## config.mk

```make
export PLATFORM = sky130hd
export DESIGN_NAME = servo_pwm_with_serial_commands_top
export DESIGN_NICKNAME = d
export VERILOG_FILES = /design/src/design/spwm_pkg.sv /design/src/design/servo_pwm_with_serial_commands_top.sv
export SDC_FILE = /design/constraint.sdc
export NUM_CORES = 1
export LEC_CHECK = 0
export ABC_AREA = 1
export BUFFER_PORTS_ARGS = -buffer_cell sky130_fd_sc_hd__buf_2
export CORE_MARGIN = 2
export CORE_UTILIZATION = 26
export CTS_CLUSTER_DIAMETER = 100
export DETAILED_ROUTE_END_ITERATION = 6
export MAX_ROUTING_LAYER = met4
export PLACE_DENSITY_LB_ADDON = 0.05
export SKIP_LAST_GASP = 1
export SLEW_MARGIN = 20
export SYNTH_ARGS = -nofsm -noshare
export SYNTH_HDL_FRONTEND = slang
export SYNTH_SLANG_ARGS = --single-unit
```

## constraint.sdc

```tcl
create_clock -name clk -period 4.7 [get_ports clk]
set_input_delay 0 -clock clk [delete_from_list [all_inputs] [get_ports clk]]
set_output_delay 0 -clock clk [all_outputs]
set_load 0.01 [all_outputs]
```

## src/design/spwm_pkg.sv

```systemverilog
// Shared types and constants for the servo pulse generator with serial commands.
// No dependencies; imported by servo_pwm_with_serial_commands_top.
package spwm_pkg;

    // Item kinds on the input channel
    localparam logic OP_TICK = 1'b0;
    localparam logic OP_BYTE = 1'b1;

    // Command characters
    localparam logic [7:0] CHAR_S       = 8'h53;
    localparam logic [7:0] CHAR_P       = 8'h50;
    localparam logic [7:0] CHAR_ZERO    = 8'h30;
    localparam logic [7:0] CHAR_NEWLINE = 8'h0A;
    localparam logic [7:0] CHAR_NUL     = 8'h00;

    // Visible servo lines and frame defaults
    localparam int          LINES_OUT_W   = 4;
    localparam logic [15:0] FRAME_DEFAULT = 16'd2000;

    // Pulse targets after reset for the first four channels
    typedef logic [7:0] pulse_t;
    localparam pulse_t TARGET_DEFAULT [4] = '{8'd122, 8'd148, 8'd209, 8'd101};

    // Parser phases
    typedef enum logic [2:0] {
        PH_IDLE   = 3'd0,
        PH_CHAN   = 3'd1,
        PH_WANT_P = 3'd2,
        PH_DIGITS = 3'd3,
        PH_SKIP   = 3'd4
    } phase_t;

endpackage

```

## src/design/servo_pwm_with_serial_commands_top.sv

```systemverilog
// Servo pulse generator with a byte-wide command parser, top level.
// Depends on spwm_pkg for command characters, phase codes and reset targets.
// Usage:
//   Input channel (in_valid / in_stall) carries one beat per item: op = 0 is a
//   timer tick that advances the frame counter, op = 1 delivers rx_byte to the
//   command parser ("S<ch>P<digits>\n"). Every input beat produces exactly one
//   output beat on (out_valid / out_stall) with the line levels after the item
//   and target_updated set when the byte completed a target write.
//   The configuration channel (cfg_valid / cfg_ready) writes frame_length;
//   cfg_ready is always high and writes belong in idle periods.
// Timing:
//   An accepted beat sits in the input register; out_valid rises when it moves
//   on into the result register. Throughput is one item per cycle while
//   out_stall holds no result, as counter and parser update with each item.
// Reset:
//   Counter, shadows and lines clear, targets return to 122/148/209/101, the
//   parser waits for 'S' and frame_length returns to 2000.
// Backpressure:
//   While out_stall holds a result, the input register fills and then in_stall
//   rises; no beat is lost or repeated.
module servo_pwm_with_serial_commands_top
    import spwm_pkg::*;
#(
    parameter int CHANNELS      = 4,
    parameter int CMD_MAX_CHARS = 10
) (
    input  logic        clk,
    input  logic        rst_n,
    // configuration
    input  logic        cfg_valid,
    output logic        cfg_ready,
    input  logic [15:0] cfg_data,
    // input items
    input  logic        in_valid,
    output logic        in_stall,
    input  logic        op,
    input  logic [7:0]  rx_byte,
    // result items
    output logic        out_valid,
    input  logic        out_stall,
    output logic [3:0]  servo_lines,
    output logic        target_updated
);

    localparam logic [3:0] MAX_CHARS  = 4'(CMD_MAX_CHARS);
    localparam logic [7:0] CHAN_FIRST = 8'(49);
    localparam logic [7:0] CHAN_LAST  = 8'(48 + CHANNELS);

    // Input stage
    logic       in_vld_reg;
    logic       in_op_reg;
    logic [7:0] in_byte_reg;

    // Block state
    logic [15:0]         frame_len_reg;
    logic [15:0]         tick_reg,   tick_next;
    pulse_t              target_reg [CHANNELS];
    pulse_t              target_next[CHANNELS];
    pulse_t              shadow_reg [CHANNELS];
    pulse_t              shadow_next[CHANNELS];
    logic [CHANNELS-1:0] lines_reg,  lines_next;
    phase_t              phase_reg,  phase_next;
    logic [3:0]          index_reg,  index_next;
    logic [7:0]          chan_reg,   chan_next;
    logic [7:0]          acc_reg,    acc_next;
    logic                ended_reg,  ended_next;
    logic                upd_next;

    // Result stage
    logic       out_vld_reg;
    logic [3:0] lines_out_reg;
    logic       upd_out_reg;

    // Helpers
    logic                   advance;
    logic                   fire;
    logic [15:0]            tick_inc;
    logic                   wrap;
    logic [3:0]             index_inc;
    logic [7:0]             acc_step;
    logic                   chan_ok;
    logic [CHANNELS+3:0]    lines_ext;

    assign cfg_ready = 1'b1;

    // Move a beat into the result register when it is empty or being taken
    assign advance  = !out_vld_reg || !out_stall;
    assign fire     = in_vld_reg && advance;
    assign in_stall = in_vld_reg && !advance;

    assign out_valid      = out_vld_reg;
    assign servo_lines    = lines_out_reg;
    assign target_updated = upd_out_reg;

    assign tick_inc  = tick_reg + 16'd1;
    assign wrap      = (tick_inc >= frame_len_reg);
    assign index_inc = index_reg + 4'd1;
    assign acc_step  = {acc_reg[4:0], 3'b000} + {acc_reg[6:0], 1'b0}
                       + in_byte_reg - CHAR_ZERO;
    assign chan_ok   = (chan_reg >= CHAN_FIRST) && (chan_reg <= CHAN_LAST);
    assign lines_ext = {4'b0000, lines_next};

    // Compute the state after the item held in the input register
    always_comb
    begin
        tick_next   = tick_reg;
        lines_next  = lines_reg;
        phase_next  = phase_reg;
        index_next  = index_reg;
        chan_next   = chan_reg;
        acc_next    = acc_reg;
        ended_next  = ended_reg;
        upd_next    = 1'b0;
        for (int n = 0; n < CHANNELS; n++)
        begin
            target_next[n] = target_reg[n];
            shadow_next[n] = shadow_reg[n];
        end

        if (in_op_reg == OP_TICK)
        begin
            // Advance the frame counter; wrap raises all lines
            if (wrap)
            begin
                tick_next  = '0;
                lines_next = '1;
                for (int n = 0; n < CHANNELS; n++)
                begin
                    shadow_next[n] = target_reg[n];
                end
            end
            else
            begin
                tick_next = tick_inc;
                for (int n = 0; n < CHANNELS; n++)
                begin
                    if (tick_inc == {8'd0, shadow_reg[n]})
                    begin
                        lines_next[n] = 1'b0;
                    end
                end
            end
        end
        else
        begin
            case (phase_reg)
                PH_CHAN, PH_WANT_P, PH_DIGITS:
                begin
                    if (in_byte_reg == CHAR_NEWLINE)
                    begin
                        // Newline ends the command and drops the next byte
                        if (phase_reg != PH_CHAN)
                        begin
                            upd_next = chan_ok;
                        end
                        phase_next = PH_SKIP;
                    end
                    else if (phase_reg == PH_WANT_P && in_byte_reg != CHAR_P)
                    begin
                        phase_next = PH_IDLE;
                    end
                    else
                    begin
                        if (phase_reg == PH_CHAN)
                        begin
                            chan_next  = in_byte_reg;
                            phase_next = PH_WANT_P;
                        end
                        else if (phase_reg == PH_WANT_P)
                        begin
                            phase_next = PH_DIGITS;
                        end
                        else if (in_byte_reg == CHAR_NUL)
                        begin
                            ended_next = 1'b1;
                        end
                        else if (!ended_reg)
                        begin
                            acc_next = acc_step;
                        end
                        index_next = index_inc;
                        // Close the command at the length limit
                        if (index_inc >= MAX_CHARS)
                        begin
                            upd_next   = (phase_reg != PH_CHAN) ? chan_ok
                                         : ((in_byte_reg >= CHAN_FIRST)
                                            && (in_byte_reg <= CHAN_LAST));
                            phase_next = PH_IDLE;
                        end
                    end
                end
                PH_SKIP:
                begin
                    phase_next = PH_IDLE;
                end
                default:
                begin
                    if (in_byte_reg == CHAR_S)
                    begin
                        phase_next = PH_CHAN;
                        index_next = '0;
                        chan_next  = '0;
                        acc_next   = '0;
                        ended_next = 1'b0;
                    end
                    else
                    begin
                        phase_next = PH_IDLE;
                    end
                end
            endcase

            // Write the finished value to the addressed channel
            for (int n = 0; n < CHANNELS; n++)
            begin
                if (upd_next && (chan_next == 8'(49 + n)))
                begin
                    target_next[n] = acc_next;
                end
            end
        end
    end

    // Input register and configuration
    always_ff @(posedge clk or negedge rst_n)
    begin
        if (!rst_n)
        begin
            in_vld_reg    <= 1'b0;
            frame_len_reg <= FRAME_DEFAULT;
        end
        else
        begin
            if (cfg_valid && cfg_ready)
            begin
                frame_len_reg <= cfg_data;
            end
            if (!in_stall)
            begin
                in_vld_reg <= in_valid;
            end
        end
    end

    // Hold input payload while stalled
    always_ff @(posedge clk)
    begin
        if (in_valid && !in_stall)
        begin
            in_op_reg   <= op;
            in_byte_reg <= rx_byte;
        end
    end

    // Block state and result register
    always_ff @(posedge clk or negedge rst_n)
    begin
        if (!rst_n)
        begin
            tick_reg      <= '0;
            lines_reg     <= '0;
            phase_reg     <= PH_IDLE;
            index_reg     <= '0;
            chan_reg      <= '0;
            acc_reg       <= '0;
            ended_reg     <= 1'b0;
            out_vld_reg   <= 1'b0;
            lines_out_reg <= '0;
            upd_out_reg   <= 1'b0;
            for (int n = 0; n < CHANNELS; n++)
            begin
                target_reg[n] <= (n < 4) ? TARGET_DEFAULT[n % 4] : 8'd0;
                shadow_reg[n] <= '0;
            end
        end
        else
        begin
            if (fire)
            begin
                tick_reg      <= tick_next;
                lines_reg     <= lines_next;
                phase_reg     <= phase_next;
                index_reg     <= index_next;
                chan_reg      <= chan_next;
                acc_reg       <= acc_next;
                ended_reg     <= ended_next;
                lines_out_reg <= lines_ext[LINES_OUT_W-1:0];
                upd_out_reg   <= upd_next;
                for (int n = 0; n < CHANNELS; n++)
                begin
                    target_reg[n] <= target_next[n];
                    shadow_reg[n] <= shadow_next[n];
                end
            end
            if (advance)
            begin
                out_vld_reg <= in_vld_reg;
            end
        end
    end

`ifndef SYNTHESIS
    // A tick never reports a target write
    a_tick_no_update: assert property (@(posedge clk) disable iff (!rst_n)
        fire && in_op_reg == OP_TICK |=> !upd_out_reg)
        else $error("tick beat reported a target update");

    // A frame wrap restarts the counter
    a_wrap_restart: assert property (@(posedge clk) disable iff (!rst_n)
        fire && in_op_reg == OP_TICK && wrap |=> tick_reg == 16'd0)
        else $error("frame wrap did not clear the counter");

    // Digit phase stays within the command length
    a_digit_index: assert property (@(posedge clk) disable iff (!rst_n)
        phase_reg == PH_DIGITS |-> index_reg >= 4'd2 && index_reg < MAX_CHARS)
        else $error("digit position out of range");

    // The byte after a newline is dropped
    a_skip_drop: assert property (@(posedge clk) disable iff (!rst_n)
        fire && in_op_reg == OP_BYTE && phase_reg == PH_SKIP
        |=> !upd_out_reg && phase_reg == PH_IDLE)
        else $error("byte after newline was not discarded");
`endif

endmodule

```

; Word level (Yosys, flattened, before mapping)
; Index checks and enable logic that the tools add are counted.
[word_totals]
ff_bits = 136
latchBits = 0
ramBits = 0
romBits = 0
inputBits = 30
out_inout_bits = 8
word_cells = 142
mem_count = 0
[op_classes]
addsub = 5
multipliers = 0
div = 0
n_lt_le_gt_ge = 6
n_eq_ne = 22
shift = 0
n_mux = 47
n_bitwise = 2
reduce_logical = 36
[op_table]
columns = operator, count
row1 = 8-bit 2-to-1 mux, 12
row2 = 16-bit by 8-bit == test with 1-bit output, 4
row3 = "8-bit by 6-bit == test with 1-bit output, second input constant", 4
row4 = 8-bit case mux with 2 select lines, 2
row5 = 3-bit AND reduction, 10
row6 = 4-bit 2-to-1 mux, 5
row7 = 1-bit 2-to-1 mux, 19
row8 = "16-bit by 1-bit adder with 16-bit output, second input constant", 1
row9 = 8-bit adder, 2
row10 = 16-bit greater-or-equal comparator, 1
row11 = "8-bit by 6-bit greater-or-equal comparator with 1-bit output, second input constant", 2
row12 = "8-bit by 6-bit <= comparator with 1-bit output, second input constant", 2
row13 = 16-bit 2-to-1 mux, 1
row14 = 3-bit 2-to-1 mux, 5
row15 = 1-bit logical AND, 10
row16 = "2-bit inequality test, second input constant", 5
row17 = 2-bit nonzero test, 5
row18 = 9-bit AND reduction, 1
row19 = "8-bit by 4-bit == test with 1-bit output, second input constant", 1
row20 = "8-bit by 7-bit == test with 1-bit output, second input constant", 1
row21 = 8-bit zero test, 1
row22 = "8-bit by 7-bit inequality test with 1-bit output, second input constant", 1
row23 = 4-bit case mux with 2 select lines, 1
row24 = "8-bit by 6-bit subtractor with 8-bit output, second input constant", 1
row25 = 15 further kinds, 21

; Logic depth before layout (Yosys ltp)
[depth]
ltp_word = 10
mapped_depth = 18
depth_no_buf = 17

; Least setup slack after synthesis
; OpenSTA, ideal clock, no wires.
[synth_path]
path_kind = reg2reg
from = register acc_reg[0]
to = register acc_reg[7]
setup_ns = 0.131
t_arrival_ns = 2.504
required_time_ns = 4.569
slack_ns = 2.065
stages_incl_launch_ff = 17
n_path_buf = 0
synth_period_minus_slack_ns = 2.635
cell_sequence = dfrtp_1 -> inv_1 -> fa_1 -> inv_1 -> ha_1 -> ha_1 -> fa_1 -> nand3_1 -> nand2_1 -> nand2b_1 -> nand2_1 -> nand2_1 -> nand3b_1 -> nand2_1 -> nand2_1 -> nand2_1 -> o21ai_0
[synth_via]
elab_chain_len = 10
[synth_rtl]
columns = item, line
row1 = start: declaration, servo_pwm_with_serial_commands_top.sv:65  ; logic [7:0] acc_reg, acc_next;
row2 = start signal: assignment, servo_pwm_with_serial_commands_top.sv:285  ; acc_reg <= acc_next;
row3 = 8-bit adder, servo_pwm_with_serial_commands_top.sv:98  ; assign acc_step = {acc_reg[4:0], 3'b000} + {acc_reg[6:0], 1'b0}
row4 = 8-bit adder, servo_pwm_with_serial_commands_top.sv:99  ; + in_byte_reg - CHAR_ZERO;
row5 = 8-bit by 6-bit subtractor with 8-bit output, servo_pwm_with_serial_commands_top.sv:99
row6 = 8-bit 2-to-1 mux, servo_pwm_with_serial_commands_top.sv:177  ; else if (!ended_reg)
row7 = 8-bit 2-to-1 mux, servo_pwm_with_serial_commands_top.sv:173  ; else if (in_byte_reg == CHAR_NUL)
row8 = 8-bit 2-to-1 mux, servo_pwm_with_serial_commands_top.sv:169  ; else if (phase_reg == PH_WANT_P)
row9 = 8-bit 2-to-1 mux, servo_pwm_with_serial_commands_top.sv:164  ; if (phase_reg == PH_CHAN)
row10 = 8-bit 2-to-1 mux, servo_pwm_with_serial_commands_top.sv:158  ; else if (phase_reg == PH_WANT_P && in_byte_reg != CHAR_P)
row11 = 8-bit 2-to-1 mux, servo_pwm_with_serial_commands_top.sv:149  ; if (in_byte_reg == CHAR_NEWLINE)
row12 = 8-bit case mux with 2 select lines, servo_pwm_with_serial_commands_top.sv:146  ; case (phase_reg)
; Every way passes these cells.
; A chain may end at the register's enable or synchronous reset.

; Worst setup path in the final report
[layout_path]
from = register tick_reg[0]
to = register shadow_reg[8] in the netlist's numbering
[layout_via]
elab_chain_len = 3
[layout_rtl]
columns = item, line
row1 = start: declaration, servo_pwm_with_serial_commands_top.sv:56  ; logic [15:0] tick_reg, tick_next;
row2 = start signal: assignment, servo_pwm_with_serial_commands_top.sv:280  ; tick_reg <= tick_next;
row3 = 16-bit by 1-bit adder with 16-bit output, servo_pwm_with_serial_commands_top.sv:95  ; assign tick_inc = tick_reg + 16'd1;
row4 = 16-bit greater-or-equal comparator, servo_pwm_with_serial_commands_top.sv:96  ; assign wrap = (tick_inc >= frame_len_reg);
row5 = 3-bit AND reduction (no line), --
row6 = end signal: indexed assignment, servo_pwm_with_serial_commands_top.sv:292  ; shadow_reg[n] <= shadow_next[n];
row7 = end: declaration, servo_pwm_with_serial_commands_top.sv:59  ; pulse_t shadow_reg [CHANNELS];
; Every way passes these cells.

==> key figures <==
Routing
  – Routed len/inst: between 10 and 15 microns
  – Routed Wire Length: 22100 microns
  – Routed vias/inst: between 4 and 5
  – First-pass detailed-route iteration total: 4
  – Vias post-DR: about 6600
  – # DRC: 0
  – DRC violation total after the first TritonRoute iteration: between 200 and 300
  – Antenna Violating Nets Remaining: 0

Setup path
  – Critical path capture point type: flip-flop
  – Maximum fanout count along the critical path: 36
  – Setup slack, reg-to-reg: ~1.3 ns
  – CP endpoint: shadow_reg[8]
  – Worst setup path startpoint: tick_reg[0]
  – Required time of the critical path: ~5 ns
  – Crit path cell chain: ha_1, nand2_1, nor2_1, nand3_1, nand2_1, nand2_1, ha_1, nand3_1, nor3_1, nand3_1, nand3_2, nand2_1, buf_4, nand2_1, nand2_1
  – Critical path arrival: 3.76 ns
  – Slowest cell delay on critical path: ~0.66 ns
  – Worst reg2reg path startpoint: tick_reg[0]
  – Type of the worst setup path: flip-flop to flip-flop
  – Dominant cell type by count on the critical path: sky130_fd_sc_hd__nand2_1
  – Worst Reg2Reg Path Length in Cells: 15
  – Category of the worst setup path launch point: flip-flop
  – Worst r2r dst: shadow_reg[8]
  – Worst path slowest cell: sky130_fd_sc_hd__dfrtp_1

Global route
  – Antenna violations before repair: 0
  – GR Util All Layers: around 15%
  – Largest net degree at the start of global routing: between 80 and 90
  – Global-route wire length before repair: 37000 microns
  – Number of global-route vias before repair: 6706
  – Remaining Overflow, GRT: 0

Floorplanning
  – Starting utilization of the core area: between 20% and 30%
  – Die extent in y: approximately 180 microns
  – Total die area: between 30000 and 40000 sq um
  – Placement row count: 64
  – Floorplan core area: 30400 sq um
  – Die extent in x: roughly 180 microns
  – IO Pins: 38

Layout
  – Layout Nets: around 1200
  – Post-route cell area: 9460 sq um
  – Fill cell count: between 3000 and 4000
  – Area taken by multi-input logic gates: approximately 3800 sq um
  – Layout overhead on the synthesized area: 18.2%
  – Layout cells sized above 1: between 10 and 15%
  – Count of placed standard cells in the final layout, fillers left out: ~1500
  – Diodes inserted: 0
  – Storage element area: approximately 3500 sq um

Logic synthesis
  – Post-Synthesis Mean Instance Area: approximately 7.4 sq um
  – Simple-gate area share of the yosys netlist: between 30% and 40%
  – Syn. warnings: 0
  – Most instantiated library cell after synthesis: sky130_fd_sc_hd__nand2_1
  – Top post-synthesis cells by area: sky130_fd_sc_hd__dfrtp_1, sky130_fd_sc_hd__nand2_1, sky130_fd_sc_hd__dfstp_2
  – Number of storage elements in the synthesis netlist: roughly 140
  – Instance count of the mapped netlist: between 1000 and 1500
  – Cell type contributing the most total cell area after synthesis: sky130_fd_sc_hd__dfrtp_1
  – Dominant combinational cell family by area after synthesis: simple AND/OR/NAND/NOR gates
  – Post-synth top area share: about 33%
  – Ranking of synthesized cells by instance count: sky130_fd_sc_hd__nand2_1, sky130_fd_sc_hd__inv_1, sky130_fd_sc_hd__dfrtp_1
  – Post-synthesis async set-or-reset flop share: 93.4%
  – Post-synth top flop: sky130_fd_sc_hd__dfrtp_1
  – Number of enable-type register cells in the synthesized netlist: 9
  – Post-synthesis mux area share: less than 1%
  – Fraction of the mapped netlist area in compound gates: 6.99%
  – Net count after synthesis: between 1000 and 1500
  – Post-synthesis instance area: approximately 8000 sq um
  – Synthesized-area fraction occupied by xor and xnor cells: about 2.3%
  – Synth cell types: 40
  – Post-synthesis share of cell area spent on full adders, half adders and majority gates: 5.94%
  – Sequential share of the synthesized area: approximately 43%

Timing
  – Final worst path period need: 3.45 ns
  – Unrepaired setup endpoints after global routing: no
  – Normalized max-slew margin: between 30% and 40%
  – Transition at the pin with the smallest max-transition slack: between 0.9 and 1 ns
  – Final number of hold-violating endpoints: 0
  – Layout Skew: around 0.017 ns
  – Maximum operating frequency: 0.290 GHz
  – Final count of pins violating max slew: 0
  – Final setup violation count: 0
  – Final sum of negative setup slack: 0 ns
  – Period Utilization, post-route: approximately three quarters

Run status
  – Outcome: finished clean

Clock tree
  – Maximum buffer depth of the clock tree: 2
  – Clock tree from TritonCTS: built
  – Count of instances resized after the clock tree is built: 0
  – Clock latency of the later-clocked register in the worst-skew pair: around 0.43 ns
  – Clock sinks: around 140
  – Number of buffers inserted during clock tree synthesis: 17
  – Count of H-tree levels built during CTS: 4
  – Root Buffer: sky130_fd_sc_hd__clkbuf_16
  – Clock-pin slew reported for the worst setup and hold paths after clock tree synthesis: 0.06 ns

Pwr
  – Highest ir drop seen on vdd: between 0.2 and 0.3 mV
  – Final Total Pwr: roughly 5.2 mW
  – Leak Pwr: slightly below 5 nW
  – Total power divided by cell area: about 550 nW/um^2

Hold path
  – Worst hold-check path type: input port to flip-flop

Placed design
  – Port buffer count: 36
  – Placed Area: between 8000 and 9000 sq um
  – Routability congestion estimate: just under 0.8
  – Placed Instances: 1484
  – DP Wirelength: 15900 microns

Run
  – Max-capacitance violation count: 0
-- cells by family after synthesis --
| logic type | Yosys count |
|---|---|
| and+or+nand+nor | 604 |
| buffers and inverters | 178 |
| DFF | 136 |
| AOI/OAI and AO/OA | 103 |
| adders and majority gates | 35 |
| xor gates and xnor gates | 21 |
| other | 1 |
| muxes | 1 |
-- critical path, delay by kind of cell, from the launching register on --
family / cells / cell delay [ns]
DFF: 1 / 0.66
buffers and inverters: 1 / 0.26
and+or+nand+nor: 12 / 1.70
adders and majority gates: 2 / 0.67
-- power breakdown --
group          total, mW  leakage [nW]  switching [mW]  internal [mW]
Clock               1.33         0.279           0.588          0.742
Combinational       2.19          2.94            1.43          0.762
Sequential          1.71          1.64           0.266           1.45
Total               5.24          4.86            2.28           2.95
-- placed cells by master (no fill, tap or decap), drive strengths merged, types with 20 or more instances in the layout --
cell and instances:
buf 42, dfrtp 105, nand4 20, o21ai 65
inv 153, nor2 76, dlygate4sd3 29, dfstp 22
nand2 393, nand3 90, ha 30
-- metrics by stage --
stage	hold slack [ns]	worst slack (ns)	utilization, %
5_1_grt	0.0435	0.789	31.1
4_1_cts	0.0110	1.15	31.1
3_3_place_gp	0.160	1.25	28.3
3_5_place_dp	0.149	1.17	28.3
2_1_floorplan	-0.296	2.06	-
6_report	0.0154	1.25	31.1
-- repair_timing --
| item | in CTS | in global routing |
|---|---|---|
| endpoints found under the hold margin | 93 | 0 |
| hold buffers | 29 | 0 |
| setup buffers | 0 | 0 |
-- cell type report --
class | count | area share, %
flip-flops and latches | 136 | 36.7
well taps | 396 | 5.24
inverters | 145 | 5.75
clock buffers | 18 | 4.54
repair buffers | 71 | 5.65
clock inverters | 14 | 1.43
multi-input cells | 765 | 40.7
-- layer usage --
| metal | wire length [microns] | global-route usage, % |
|---|---|---|
| met1 | 10600 | 18.6 |
| met2 | 10900 | 24.7 |
| met3 | 416 | 2.35 |
| met4 | 272 | 3.67 |
| met5 | 0 | - |
-- worst min path at each step --
stage	start	endpoint	cells after the start
after global placement	rst_n	frame_len_reg[12]	1
after floorplan	rst_n	acc_reg[0]	0
after CTS	cfg_valid	frame_len_reg[4]	3
after global routing	cfg_valid	frame_len_reg[4]	3
after detailed placement	rst_n	frame_len_reg[12]	1
final	cfg_valid	frame_len_reg[4]	3
No activity file was read; power rests on OpenSTA's default activity.
